[src/hw/rtl/esr_pkg.sv]
// Shared constants and types of the event sequence recorder.
package esr_pkg;

    // Circular event store
    localparam int DEPTH   = 32;
    localparam int PTR_W   = $clog2(DEPTH);
    // Pending count and read request width, as seen on the ports
    localparam int CNT_W   = 6;
    // Most records a single read transaction may return
    localparam int MAX_OUT = 32;

    // Command queue between front and back end
    localparam int QDEPTH  = 2;
    localparam int QPTR_W  = $clog2(QDEPTH);
    localparam int QCNT_W  = $clog2(QDEPTH + 1);

    // Payload field widths
    localparam int IDX_W   = 8;
    localparam int ST_W    = 8;
    localparam int SEC_W   = 32;
    localparam int MS_W    = 10;

    // Command codes
    typedef enum logic {
        CMD_RECORD = 1'b0,
        CMD_READ   = 1'b1
    } t_cmd_code;

    // One stored event
    typedef struct packed {
        logic [IDX_W-1:0] index;
        logic [ST_W-1:0]  state;
        logic [SEC_W-1:0] seconds;
        logic [MS_W-1:0]  millis;
    } t_entry;

    localparam int ENTRY_W = $bits(t_entry);

    // Classified command as it travels through the queue
    typedef struct packed {
        t_cmd_code        code;
        t_entry           entry;
        logic [CNT_W-1:0] want;   // read request, already clipped to MAX_OUT
    } t_cmd;

    // Handshake between queue and back end
    typedef struct packed {
        logic valid;
        t_cmd cmd;
    } t_q_out;

    // Back end sequencer states
    typedef enum logic {
        BK_IDLE,
        BK_FETCH
    } t_back_state;

endpackage

[src/hw/rtl/esr_ram.sv]
// Generic single-write, single-read RAM with registered read data.
module esr_ram #(
    parameter int WIDTH = 8,
    parameter int DEPTH = 32
) (
    input  logic                     i_clk,
    input  logic                     i_we,
    input  logic [$clog2(DEPTH)-1:0] i_waddr,
    input  logic [WIDTH-1:0]         i_wdata,
    input  logic                     i_re,
    input  logic [$clog2(DEPTH)-1:0] i_raddr,
    output logic [WIDTH-1:0]         o_rdata
);

    logic [WIDTH-1:0] r_mem [DEPTH];
    logic [WIDTH-1:0] r_rdata;

    always_ff @(posedge i_clk) begin
        if (i_we) begin
            r_mem[i_waddr] <= i_wdata;
        end
        if (i_re) begin
            r_rdata <= r_mem[i_raddr];
        end
    end

    assign o_rdata = r_rdata;

endmodule

[src/hw/rtl/esr_front.sv]
// Front end: accepts input transactions and classifies them into queue commands.
module esr_front (
    input  logic                      i_in_valid,
    output logic                      o_in_ready,
    input  logic                      i_command,
    input  logic [esr_pkg::IDX_W-1:0] i_event_index,
    input  logic [esr_pkg::ST_W-1:0]  i_event_state,
    input  logic [esr_pkg::SEC_W-1:0] i_seconds,
    input  logic [esr_pkg::MS_W-1:0]  i_millis,
    input  logic [esr_pkg::CNT_W-1:0] i_read_count,
    output logic                      o_push,
    input  logic                      i_q_full,
    output esr_pkg::t_cmd             o_cmd
);
    import esr_pkg::*;

    localparam logic [CNT_W-1:0] MaxOutC = CNT_W'(MAX_OUT);

    // Accept whenever the queue has room
    assign o_in_ready = !i_q_full;
    assign o_push     = i_in_valid && !i_q_full;

    // Classify: decode the command, pack the event, clip the read request
    always_comb begin
        o_cmd               = '0;
        o_cmd.code          = i_command ? CMD_READ : CMD_RECORD;
        o_cmd.entry.index   = i_event_index;
        o_cmd.entry.state   = i_event_state;
        o_cmd.entry.seconds = i_seconds;
        o_cmd.entry.millis  = i_millis;
        o_cmd.want          = (i_read_count > MaxOutC) ? MaxOutC : i_read_count;
    end

endmodule

[src/hw/rtl/esr_queue.sv]
// Short command queue that decouples the front end from the back end.
module esr_queue (
    input  logic            i_clk,
    input  logic            i_rst_n,
    input  logic            i_push,
    input  esr_pkg::t_cmd   i_cmd,
    output logic            o_full,
    output esr_pkg::t_q_out o_head,
    input  logic            i_pop
);
    import esr_pkg::*;

    localparam logic [QPTR_W-1:0] LastPtr = QPTR_W'(QDEPTH - 1);

    t_cmd              r_mem [QDEPTH];
    logic [QPTR_W-1:0] r_head, n_head;
    logic [QPTR_W-1:0] r_tail, n_tail;
    logic [QCNT_W-1:0] r_count, n_count;
    logic              do_push, do_pop;

    assign o_full  = (r_count == QCNT_W'(QDEPTH));
    assign do_push = i_push && !o_full;
    assign do_pop  = i_pop && (r_count != '0);

    assign o_head.valid = (r_count != '0);
    assign o_head.cmd   = r_mem[r_head];

    // Pointer and occupancy updates
    always_comb begin
        n_head  = r_head;
        n_tail  = r_tail;
        n_count = r_count;
        if (do_push) begin
            n_tail = (r_tail == LastPtr) ? '0 : r_tail + 1'b1;
        end
        if (do_pop) begin
            n_head = (r_head == LastPtr) ? '0 : r_head + 1'b1;
        end
        if (do_push && !do_pop) begin
            n_count = r_count + 1'b1;
        end else if (do_pop && !do_push) begin
            n_count = r_count - 1'b1;
        end
    end

    always_ff @(posedge i_clk) begin
        if (!i_rst_n) begin
            r_head  <= '0;
            r_tail  <= '0;
            r_count <= '0;
        end else begin
            r_head  <= n_head;
            r_tail  <= n_tail;
            r_count <= n_count;
        end
    end

    // Payload storage, no reset
    always_ff @(posedge i_clk) begin
        if (do_push) begin
            r_mem[r_tail] <= i_cmd;
        end
    end

endmodule

[src/hw/rtl/esr_back.sv]
// Back end: executes record and read commands against the event store.
module esr_back (
    input  logic                      i_clk,
    input  logic                      i_rst_n,
    input  esr_pkg::t_q_out           i_head,
    output logic                      o_pop,
    output logic                      o_out_valid,
    input  logic                      i_out_ready,
    output logic                      o_has_record,
    output logic [esr_pkg::IDX_W-1:0] o_out_index,
    output logic [esr_pkg::ST_W-1:0]  o_out_state,
    output logic [esr_pkg::SEC_W-1:0] o_out_seconds,
    output logic [esr_pkg::MS_W-1:0]  o_out_millis,
    output logic [esr_pkg::CNT_W-1:0] o_pending,
    output logic                      o_overflow,
    output logic                      o_last
);
    import esr_pkg::*;

    localparam logic [CNT_W-1:0] DepthC   = CNT_W'(DEPTH);
    localparam logic [PTR_W-1:0] LastAddr = PTR_W'(DEPTH - 1);

    t_back_state       r_state, n_state;
    logic [PTR_W-1:0]  r_wp, n_wp;
    logic [CNT_W-1:0]  r_pend, n_pend;
    logic [PTR_W-1:0]  r_rd_ptr, n_rd_ptr;
    logic [CNT_W-1:0]  r_remain, n_remain;
    logic [CNT_W-1:0]  r_after, n_after;

    // Output register
    logic              r_ov, n_ov;
    logic              r_has, n_has;
    t_entry            r_ent, n_ent;
    logic [CNT_W-1:0]  r_opend, n_opend;
    logic              r_ovf, n_ovf;
    logic              r_last, n_last;

    // RAM port
    logic              ram_we, ram_re;
    logic [PTR_W-1:0]  ram_raddr;
    logic [ENTRY_W-1:0] ram_rdata;
    t_entry            rd_entry;

    logic              slot_free;
    logic              start;
    logic              is_read;
    logic              full;
    logic [CNT_W-1:0]  take;
    logic [PTR_W:0]    pos_sum;
    logic [PTR_W-1:0]  pos;

    assign slot_free = !r_ov || i_out_ready;
    assign start     = (r_state == BK_IDLE) && i_head.valid && slot_free;
    assign o_pop     = start;
    assign is_read   = (i_head.cmd.code == CMD_READ);
    assign full      = (r_pend == DepthC);
    assign rd_entry  = t_entry'(ram_rdata);

    // Records to emit: request clipped to pending count
    assign take = (i_head.cmd.want < r_pend) ? i_head.cmd.want : r_pend;

    // Oldest pending slot: write pointer minus pending count, modulo DEPTH
    assign pos_sum = {1'b0, r_wp} + (PTR_W+1)'(DEPTH) - (PTR_W+1)'(r_pend);
    assign pos     = (pos_sum >= (PTR_W+1)'(DEPTH)) ?
                     PTR_W'(pos_sum - (PTR_W+1)'(DEPTH)) : PTR_W'(pos_sum);

    assign ram_we = start && !is_read;

    esr_ram #(
        .WIDTH (ENTRY_W),
        .DEPTH (DEPTH)
    ) u_store (
        .i_clk   (i_clk),
        .i_we    (ram_we),
        .i_waddr (r_wp),
        .i_wdata (ENTRY_W'(i_head.cmd.entry)),
        .i_re    (ram_re),
        .i_raddr (ram_raddr),
        .o_rdata (ram_rdata)
    );

    // Next state
    always_comb begin
        n_state = r_state;
        unique case (r_state)
            BK_IDLE: begin
                if (start && is_read && (take != '0)) begin
                    n_state = BK_FETCH;
                end
            end
            BK_FETCH: begin
                if (slot_free && (r_remain == CNT_W'(1))) begin
                    n_state = BK_IDLE;
                end
            end
            default: n_state = BK_IDLE;
        endcase
    end

    // Datapath and outputs of the sequencer
    always_comb begin
        n_wp      = r_wp;
        n_pend    = r_pend;
        n_rd_ptr  = r_rd_ptr;
        n_remain  = r_remain;
        n_after   = r_after;
        n_ov      = slot_free ? 1'b0 : r_ov;
        n_has     = r_has;
        n_ent     = r_ent;
        n_opend   = r_opend;
        n_ovf     = r_ovf;
        n_last    = r_last;
        ram_re    = 1'b0;
        ram_raddr = pos;
        unique case (r_state)
            BK_IDLE: begin
                if (start) begin
                    n_ov  = 1'b1;
                    n_has = 1'b0;
                    n_ent = '0;
                    n_ovf = 1'b0;
                    n_last = 1'b1;
                    n_opend = r_pend;
                    if (!is_read) begin
                        // Record: store at write pointer, bump or saturate pending
                        n_wp    = (r_wp == LastAddr) ? '0 : r_wp + 1'b1;
                        n_pend  = full ? r_pend : r_pend + 1'b1;
                        n_opend = n_pend;
                        n_ovf   = full;
                    end else if (take != '0) begin
                        // Read: fetch first record into the RAM read register
                        n_ov     = 1'b0;
                        ram_re   = 1'b1;
                        ram_raddr = pos;
                        n_rd_ptr = (pos == LastAddr) ? '0 : pos + 1'b1;
                        n_remain = take;
                        n_after  = r_pend - take;
                        n_pend   = r_pend - take;
                    end
                end
            end
            BK_FETCH: begin
                ram_raddr = r_rd_ptr;
                if (slot_free) begin
                    n_ov    = 1'b1;
                    n_has   = 1'b1;
                    n_ent   = rd_entry;
                    n_opend = r_after;
                    n_ovf   = 1'b0;
                    n_last  = (r_remain == CNT_W'(1));
                    if (r_remain != CNT_W'(1)) begin
                        ram_re   = 1'b1;
                        n_rd_ptr = (r_rd_ptr == LastAddr) ? '0 : r_rd_ptr + 1'b1;
                        n_remain = r_remain - 1'b1;
                    end
                end
            end
            default: begin
            end
        endcase
    end

    // Control state
    always_ff @(posedge i_clk) begin
        if (!i_rst_n) begin
            r_state <= BK_IDLE;
            r_wp    <= '0;
            r_pend  <= '0;
            r_ov    <= 1'b0;
        end else begin
            r_state <= n_state;
            r_wp    <= n_wp;
            r_pend  <= n_pend;
            r_ov    <= n_ov;
        end
    end

    // Payload and iteration registers
    always_ff @(posedge i_clk) begin
        r_rd_ptr <= n_rd_ptr;
        r_remain <= n_remain;
        r_after  <= n_after;
        r_has    <= n_has;
        r_ent    <= n_ent;
        r_opend  <= n_opend;
        r_ovf    <= n_ovf;
        r_last   <= n_last;
    end

    assign o_out_valid   = r_ov;
    assign o_has_record  = r_has;
    assign o_out_index   = r_ent.index;
    assign o_out_state   = r_ent.state;
    assign o_out_seconds = r_ent.seconds;
    assign o_out_millis  = r_ent.millis;
    assign o_pending     = r_opend;
    assign o_overflow    = r_ovf;
    assign o_last        = r_last;

endmodule

[src/hw/rtl/event_sequence_recorder.sv]
// Event sequence recorder: timestamped 32-entry circular event log.
//
// A record transaction (command 0) stores index, state and seconds/millis time
// in a 32-entry circular store, overwriting the oldest entry when full, and
// returns one result with the pending count (overflow set if an unread entry
// was lost). A read transaction (command 1) returns the oldest pending records
// in order, at most read_count and never more than 32, with last set on the
// final one; a read with nothing to give returns one empty result. Inputs are
// taken into a two-entry command queue, so the input side can still accept
// commands while a result waits on the output, until the queue is full. The
// back end retires a record command straight from idle; a read first waits on
// the registered read port of the event store, after which one record leaves
// per cycle while the output is ready.
module event_sequence_recorder (
    input  logic                      i_clk,
    input  logic                      i_rst_n,
    input  logic                      i_in_valid,
    output logic                      o_in_ready,
    input  logic                      i_command,
    input  logic [esr_pkg::IDX_W-1:0] i_event_index,
    input  logic [esr_pkg::ST_W-1:0]  i_event_state,
    input  logic [esr_pkg::SEC_W-1:0] i_seconds,
    input  logic [esr_pkg::MS_W-1:0]  i_millis,
    input  logic [esr_pkg::CNT_W-1:0] i_read_count,
    output logic                      o_out_valid,
    input  logic                      i_out_ready,
    output logic                      o_has_record,
    output logic [esr_pkg::IDX_W-1:0] o_out_index,
    output logic [esr_pkg::ST_W-1:0]  o_out_state,
    output logic [esr_pkg::SEC_W-1:0] o_out_seconds,
    output logic [esr_pkg::MS_W-1:0]  o_out_millis,
    output logic [esr_pkg::CNT_W-1:0] o_pending,
    output logic                      o_overflow,
    output logic                      o_last
);
    import esr_pkg::*;

    logic   push;
    logic   q_full;
    logic   pop;
    t_cmd   cmd;
    t_q_out q_head;

    esr_front u_front (
        .i_in_valid    (i_in_valid),
        .o_in_ready    (o_in_ready),
        .i_command     (i_command),
        .i_event_index (i_event_index),
        .i_event_state (i_event_state),
        .i_seconds     (i_seconds),
        .i_millis      (i_millis),
        .i_read_count  (i_read_count),
        .o_push        (push),
        .i_q_full      (q_full),
        .o_cmd         (cmd)
    );

    esr_queue u_queue (
        .i_clk   (i_clk),
        .i_rst_n (i_rst_n),
        .i_push  (push),
        .i_cmd   (cmd),
        .o_full  (q_full),
        .o_head  (q_head),
        .i_pop   (pop)
    );

    esr_back u_back (
        .i_clk         (i_clk),
        .i_rst_n       (i_rst_n),
        .i_head        (q_head),
        .o_pop         (pop),
        .o_out_valid   (o_out_valid),
        .i_out_ready   (i_out_ready),
        .o_has_record  (o_has_record),
        .o_out_index   (o_out_index),
        .o_out_state   (o_out_state),
        .o_out_seconds (o_out_seconds),
        .o_out_millis  (o_out_millis),
        .o_pending     (o_pending),
        .o_overflow    (o_overflow),
        .o_last        (o_last)
    );

endmodule

[config.mk]
export PLATFORM = sky130hd
export DESIGN_NAME = event_sequence_recorder
export DESIGN_NICKNAME = d
export VERILOG_FILES = /design/src/hw/rtl/esr_pkg.sv /design/src/hw/rtl/esr_ram.sv /design/src/hw/rtl/esr_front.sv /design/src/hw/rtl/esr_queue.sv /design/src/hw/rtl/esr_back.sv /design/src/hw/rtl/event_sequence_recorder.sv
export SDC_FILE = /design/constraint.sdc
export NUM_CORES = 2
export LEC_CHECK = 0
export BUFFER_PORTS_ARGS = -buffer_cell sky130_fd_sc_hd__buf_2
export CAP_MARGIN = 25
export CORE_ASPECT_RATIO = 1.5
export CORE_MARGIN = 5
export CORE_UTILIZATION = 35
export DETAILED_ROUTE_END_ITERATION = 10
export GPL_TIMING_DRIVEN = 0
export PLACE_DENSITY = 0.52
export SETUP_SLACK_MARGIN = 0.15
export SLEW_MARGIN = 10
export SYNTH_ARGS = -nofsm -noshare
export SYNTH_HDL_FRONTEND = slang
export SYNTH_SLANG_ARGS = --single-unit
export TNS_END_PERCENT = 20
[constraint.sdc]
create_clock -name i_clk -period 6.9 [get_ports i_clk]
set_input_delay 0.345 -clock i_clk [delete_from_list [all_inputs] [get_ports i_clk]]
set_output_delay 0.345 -clock i_clk [all_outputs]
set_load 0.05 [all_outputs]
# Yosys cells after proc, flatten, opt, wreduce, memory -nomap -nowiden
# Memories as Yosys holds them, arrays and structs flattened. A register that Yosys moved wholly into a read port is not among the register bits.
# Cells that the tools add are included.
[op_classes] bitwise_logic=2 eq_ne=13 addsub=13 reduce_logical=25 muxes=65 order_cmp=3
[op_table] op="58-bit two-way mux" count=2
[op_table] op="58-bit case mux with 2 select lines" count=1
[op_table] op="6-bit two-way mux" count=13
[op_table] op="5-bit two-way mux" count=9
[op_table] op="1-bit two-way mux" count=28
[op_table] op="6-bit case mux with 2 select lines" count=2
[op_table] op="5-bit case mux with 2 select lines" count=2
[op_table] op="5-bit by 1-bit adder with 5-bit output (second input constant)" count=3
[op_table] op="5-bit == test (second input constant)" count=3
[op_table] op="1-bit case mux with 2 select lines" count=6
[op_table] op="6-bit subtractor" count=2
[op_table] op="1-bit logical AND" count=11
[op_table] op="2-bit inequality test (second input constant)" count=4
[op_table] op="5-bit by 6-bit adder with 6-bit output (second input constant)" count=1
[op_table] op="6-bit by 1-bit adder with 6-bit output (second input constant)" count=1
[op_table] op="6-bit by 1-bit == test with 1-bit output (second input constant)" count=1
[op_table] op="6-bit == test (second input constant)" count=1
[op_table] op="6-bit greater-or-equal comparator (second input constant)" count=1
[op_table] op="6-bit > comparator (second input constant)" count=1
[op_table] op="6-bit < comparator" count=1
[op_table] op="6-bit by 1-bit inequality test with 1-bit output (second input constant)" count=1
[op_table] op="3-bit AND reduction" count=2
[op_table] op="6-bit nonzero test" count=1
[op_table] op="6-bit by 1-bit subtractor with 6-bit output (second input constant)" count=1
[op_table] op="14 further kinds" count=23
[word_totals] output_inout_bits=69 elab_cells=141 mem_bits_rw=1986 in_bits=69 mem_count=2 regBits=101
[mem_list] memory="u_back.u_store.r_mem" depth=32 width=58 rd=1 rd_ports_with_merged_regs=1 write_ports=1 line="esr_ram.sv:15" text="logic [WIDTH-1:0] r_mem [DEPTH];"
[mem_list] memory="u_queue.r_mem" depth=2 width=65 rd=1 rd_ports_with_merged_regs=1 write_ports=1 line="esr_queue.sv:15" text="t_cmd r_mem [QDEPTH];"

# Longest topological paths before layout
[logic_depth] depth_word=10 ltp_mapped=17

# By module
# A second synthesis with hierarchy kept.
[unflattened] cells_unflattened=4790 hier_area_um2=84199.5
[by_module_without_submodules] module="esr_ram" cells_per_inst=4055 n_inst=1 area_each_um2=73780.8
[by_module_without_submodules] module="esr_back" cells_per_inst=441 n_inst=1 area_each_um2=4989.8
[by_module_without_submodules] module="esr_queue" cells_per_inst=227 n_inst=1 area_each_um2=4941.0
[by_module_without_submodules] module="esr_front" cells_per_inst=67 n_inst=1 area_each_um2=488.0

# Worst setup path before layout
# OpenSTA, ideal clock, no wires.
[synth_timing] path_type="reg2reg" startpoint="register u_back.r_state" endpoint="register u_back.u_store.r_rdata[0] (netlist: u_back.u_store.o_rdata[0]), read port of u_back.u_store.r_mem, enable pin" setup_time_ns=0.554 arrival_ns=5.259 stages_incl_launch_ff=6 slack_ns=1.087 cell_sequence="dfxtp_1 -> buf_4 -> clkbuf_1 -> clkbuf_1 -> nand2_1 -> o21ai_0"
[synth_via] elab_chain_cells=5 word_cells_on_any_way=6 classes_between="3 x mux; 1 x bitwise; 2 x reduce/logical"
[synth_rtl] item="start, declared" line="esr_back.sv:23" text="t_back_state r_state, n_state;"
[synth_rtl] item="start signal, assigned" line="esr_back.sv:171" text="r_state <= n_state;"
[synth_rtl] item="1-bit inverter (no line)"
[synth_rtl] item="1-bit logical AND (2 in a row)" line="esr_back.sv:53" text="assign start = (r_state == BK_IDLE) && i_head.valid && slot_free;"
[synth_rtl] item="1-bit two-way mux" line="esr_back.sv:117" text="if (start) begin"
[synth_rtl] item="1-bit case mux with 2 select lines *" line="esr_back.sv:115" text="unique case (r_state)"
[synth_rtl] item="named net u_back.ram_re" line="esr_back.sv:39" text="logic ram_we, ram_re;"
[synth_rtl] item="end, declared" line="esr_ram.sv:16" text="logic [WIDTH-1:0] r_rdata;"
# The timed path passes the listed nets; every way through them passes the cells marked *.
# A chain may end at the register's enable or synchronous reset.

==> flow_metrics.tcl <==
set metrics [dict create \
    r2r-end "u_back.r_after[5]$_DFFE_PP_" \
    pwr-share-comb_pct 43.1 \
    clockBufferDepth 4 \
    h-tree-depth 4 \
    grt_pass1_wl_um 305000 \
    switching_share_pct 36.7 \
    area_growth_syn_to_layout_pct 17.6 \
    setup_viol 0 \
    synthDistinctLibCells 63 \
    nets 4415 \
    rows 218 \
    crit_required_ns 7.47 \
    drt_iter0_markers 3033 \
    grt_pass1_vias 42100 \
    synthMuxAreaShare_pct 15.7 \
    grt_antenna_before_repair 10 \
    wl_per_cell_um 28.2 \
    leakage_uw 0.0309 \
    cp.arrival_ns 6.75 \
    die_width_um 407 \
    fin_worst_skew_ns 0.0435 \
    rsz0062_at_grt "no" \
    post-route-period-util_pct 89.6 \
    min_path_cells 2 \
    pin_count 138 \
    synthAdderAreaFrac_pct 0.432 \
    die_h_um 606 \
    synth_top_area_share_pct 77.2 \
    clk_pin_slew_ns 0.06 \
    tightest_slew_ns 1.04 \
    firstDrtPassIters 5 \
    clock_latency_ns 0.84 \
    endpoint_kind "flip-flop" \
    critPathKind "flip-flop to flip-flop" \
    clock_sinks 2146 \
    register_area_mm2 0.0643 \
    p_clk_share_pct 22.6 \
    drive_above_1_share_pct 26.9 \
    gp_congestion 0.795 \
    drt_wl_total_um 214000 \
    ir_drop_mv 0.397 \
    synth_warnings 0 \
    outcome "finished, final reports clean" \
    remaining_drc_errors 0 \
    ys.flop_type "edfxtp_1" \
    vias_per_cell 5.20 \
    syn-num-nets 3882 \
    hold_viol 0 \
    drv_cap 0 \
    post_dp_cell_area_mm2 0.0901 \
    crit_path_start_kind "flip-flop" \
    clock-root-buffer "clkbuf_16" \
    multi_input_area_mm2 0.0177 \
    hold_class "primary input to flip-flop" \
    cp-endpoint "u_back.r_after[5]$_DFFE_PP_" \
    final_cell_area_mm2 0.0973 \
    worst-r2r-cell-count 15 \
    relSlewSlack_pct 31.0 \
    tritoncts "done" \
    internal_power_uw 31100 \
    report.final.slew_viol_count 0 \
    synth-edff-count 2128 \
    die_area_mm2 0.246 \
    avgSynthCellArea_um2 21.9 \
    syn_area_mm2 0.0828 \
    worst_hold_slack_ns 0.231 \
    antenna_left 0 \
    place_hpwl_um 145000 \
    ys_top_cells_by_area "edfxtp_1 (77%), mux4_2 (13%), mux2i_1 (2.2%)" \
    dr_total_vias 39300 \
    io_buffers 137 \
    yosysTopAreaCell "edfxtp_1" \
    ys_seq_elements 2146 \
    ys_seq_area_share_pct 77.7 \
    synth-simple-area-share_pct 2.33 \
    async_reset_ff_share_pct 0 \
    synth_top_family_by_area "multiplexers" \
    synth-compound-area-share_pct 2.32 \
    grt-ovfl-total 0 \
    rrSetupSlack_ns 0.72 \
    start_util_pct 35.2 \
    final_common_cell "edfxtp_1" \
    power_per_cell_area_mw_per_mm2 504 \
    cts-buffers-inserted 209 \
    final_cell_mix "edfxtp_1 (2128), mux4_2 (464), clkbuf_16 (211)" \
    p_sw_uw 18000 \
    grt_usage_pct 17.1 \
    post-route-min-period_ns 6.18 \
    n_fill_cell 20600 \
    fmax_ghz 0.162 \
    crit_path_max_fanout 10 \
    synth_xor_area_share_pct 0.254 \
    synth_cells 3785 \
    p_seq_share_pct 34.3 \
    core_mm2 0.235 \
    grt_max_degree 42 \
]
==> final cells by class <==
type | instances | area share, %
Tap cell | 3080 | 3.96
Antenna cell | 4 | 0.0103
Clock buffer | 263 | 5.63
Multi-Input combinational cell | 1415 | 18.2
Inverter | 25 | 0.0965
Buffer | 199 | 1.02
Sequential cell | 2146 | 66.1
Timing Repair Buffer | 322 | 4.01
Clock inverter | 109 | 1.03
==> sequential cells by signal (all words and copies together) (netlist names), 6 cells and up, named ones only <==
name	count
u_queue.r_mem	130
u_back.o_out_index	8
u_back.o_out_seconds	32
u_back.r_remain	6
u_back.o_pending	6
u_back.u_store.o_rdata	58
u_back.o_out_state	8
u_back.o_out_millis	10
u_back.r_after	6
u_back.r_pend	6
u_back.u_store.r_mem	1856
==> Yosys cell counts (all sizes together), types with 3 or more instances <==
master,instances
edfxtp,2128
mux4,464
mux2i,182
nand2,158
buf,121
and2,118
a211oi,116
clkbuf,78
mux2,64
nor2,61
a31o,59
ha,27
o21ai,27
inv,25
a21oi,21
dfxtp,18
nand3,15
xnor2,15
nor3,9
xor2,9
nor2b,8
and3,7
a311oi,4
nand2b,4
nand3b,4
a21o,3
a221oi,3
nand4,3
nor3b,3
==> logic make-up after synthesis <==
group / count (synthesis)
compound gates: 256
xor+xnor: 24
fa+ha+maj: 28
buf+inv: 224
flops: 2146
mux: 710
simple gates: 397
==> critical path, stage by stage (launching register included) <==
cell      delay, ns
dfxtp_1        0.41
buf_2          0.60
mux2i_1        0.70
inv_1          0.14
ha_1           0.36
and3_1         0.21
a221o_1        0.42
nor2_2         0.40
clkbuf_1       0.40
a21oi_1        0.25
ha_1           0.40
nor2b_1        0.18
a221oi_1       0.32
nand3_1        0.17
a221oi_1       0.79
xnor2_1        0.14
==> routing by layer <==
layer	vias to the layer above	track usage (%)	part of all wire, %
met5	-	0	0
met4	0	4.36	2.4
met3	298	2.65	4.8
met2	1013	31.1	53
met1	21200	21.5	40
li1	16800	-	-
==> timing repair <==
| action | CTS | global route |
|---|---|---|
| gates resized for setup | 0 | 0 |
| hold buffers | 71 | 0 |
| hold endpoints to repair | 138 | 0 |
| buffers inserted | 0 | 0 |
==> stage by stage <==
step	power, uW	setup slack [ns]	instances	TNS, ns	util, %
4_1_cts	49900	0.819	7559	0	41.4
2_1_floorplan	30900	1.09	3785	0	-
3_3_place_gp	38300	-6.04	7002	-3942.87	37.1
5_1_grt	51400	0.520	7560	0	41.4
6_report	49100	0.719	7563	0	41.4
3_5_place_dp	38700	0.836	7116	0	38.3
==> power by group through the flow <==
stage	Sequential (uW)	Clock (uW)	Combinational, uW
after floorplan	17800	0	13100
after global routing	16900	11900	22600
final	16800	11100	21100
after global placement	17300	0	21100
after detailed placement	17100	0	21600
after CTS	16800	11400	21700
==> how the worst min path moves through the flow <==
stage                                          from                             end  slack [ns]
after floorplan           u_back.r_state$_SDFF_PN0_   u_back.o_has_record$_DFFE_PP_        0.41
after global placement    u_back.r_state$_SDFF_PN0_   u_back.o_has_record$_DFFE_PP_        0.42
after detailed placement  u_back.r_state$_SDFF_PN0_   u_back.o_has_record$_DFFE_PP_        0.43
after CTS                              i_seconds[7]  u_queue.r_mem[1][23]$_DFFE_PP_        0.16
after global routing                  i_seconds[14]  u_queue.r_mem[0][30]$_DFFE_PP_        0.20
final                                 i_seconds[17]  u_queue.r_mem[0][33]$_DFFE_PP_        0.23
(Power assumes the default switching activity.)
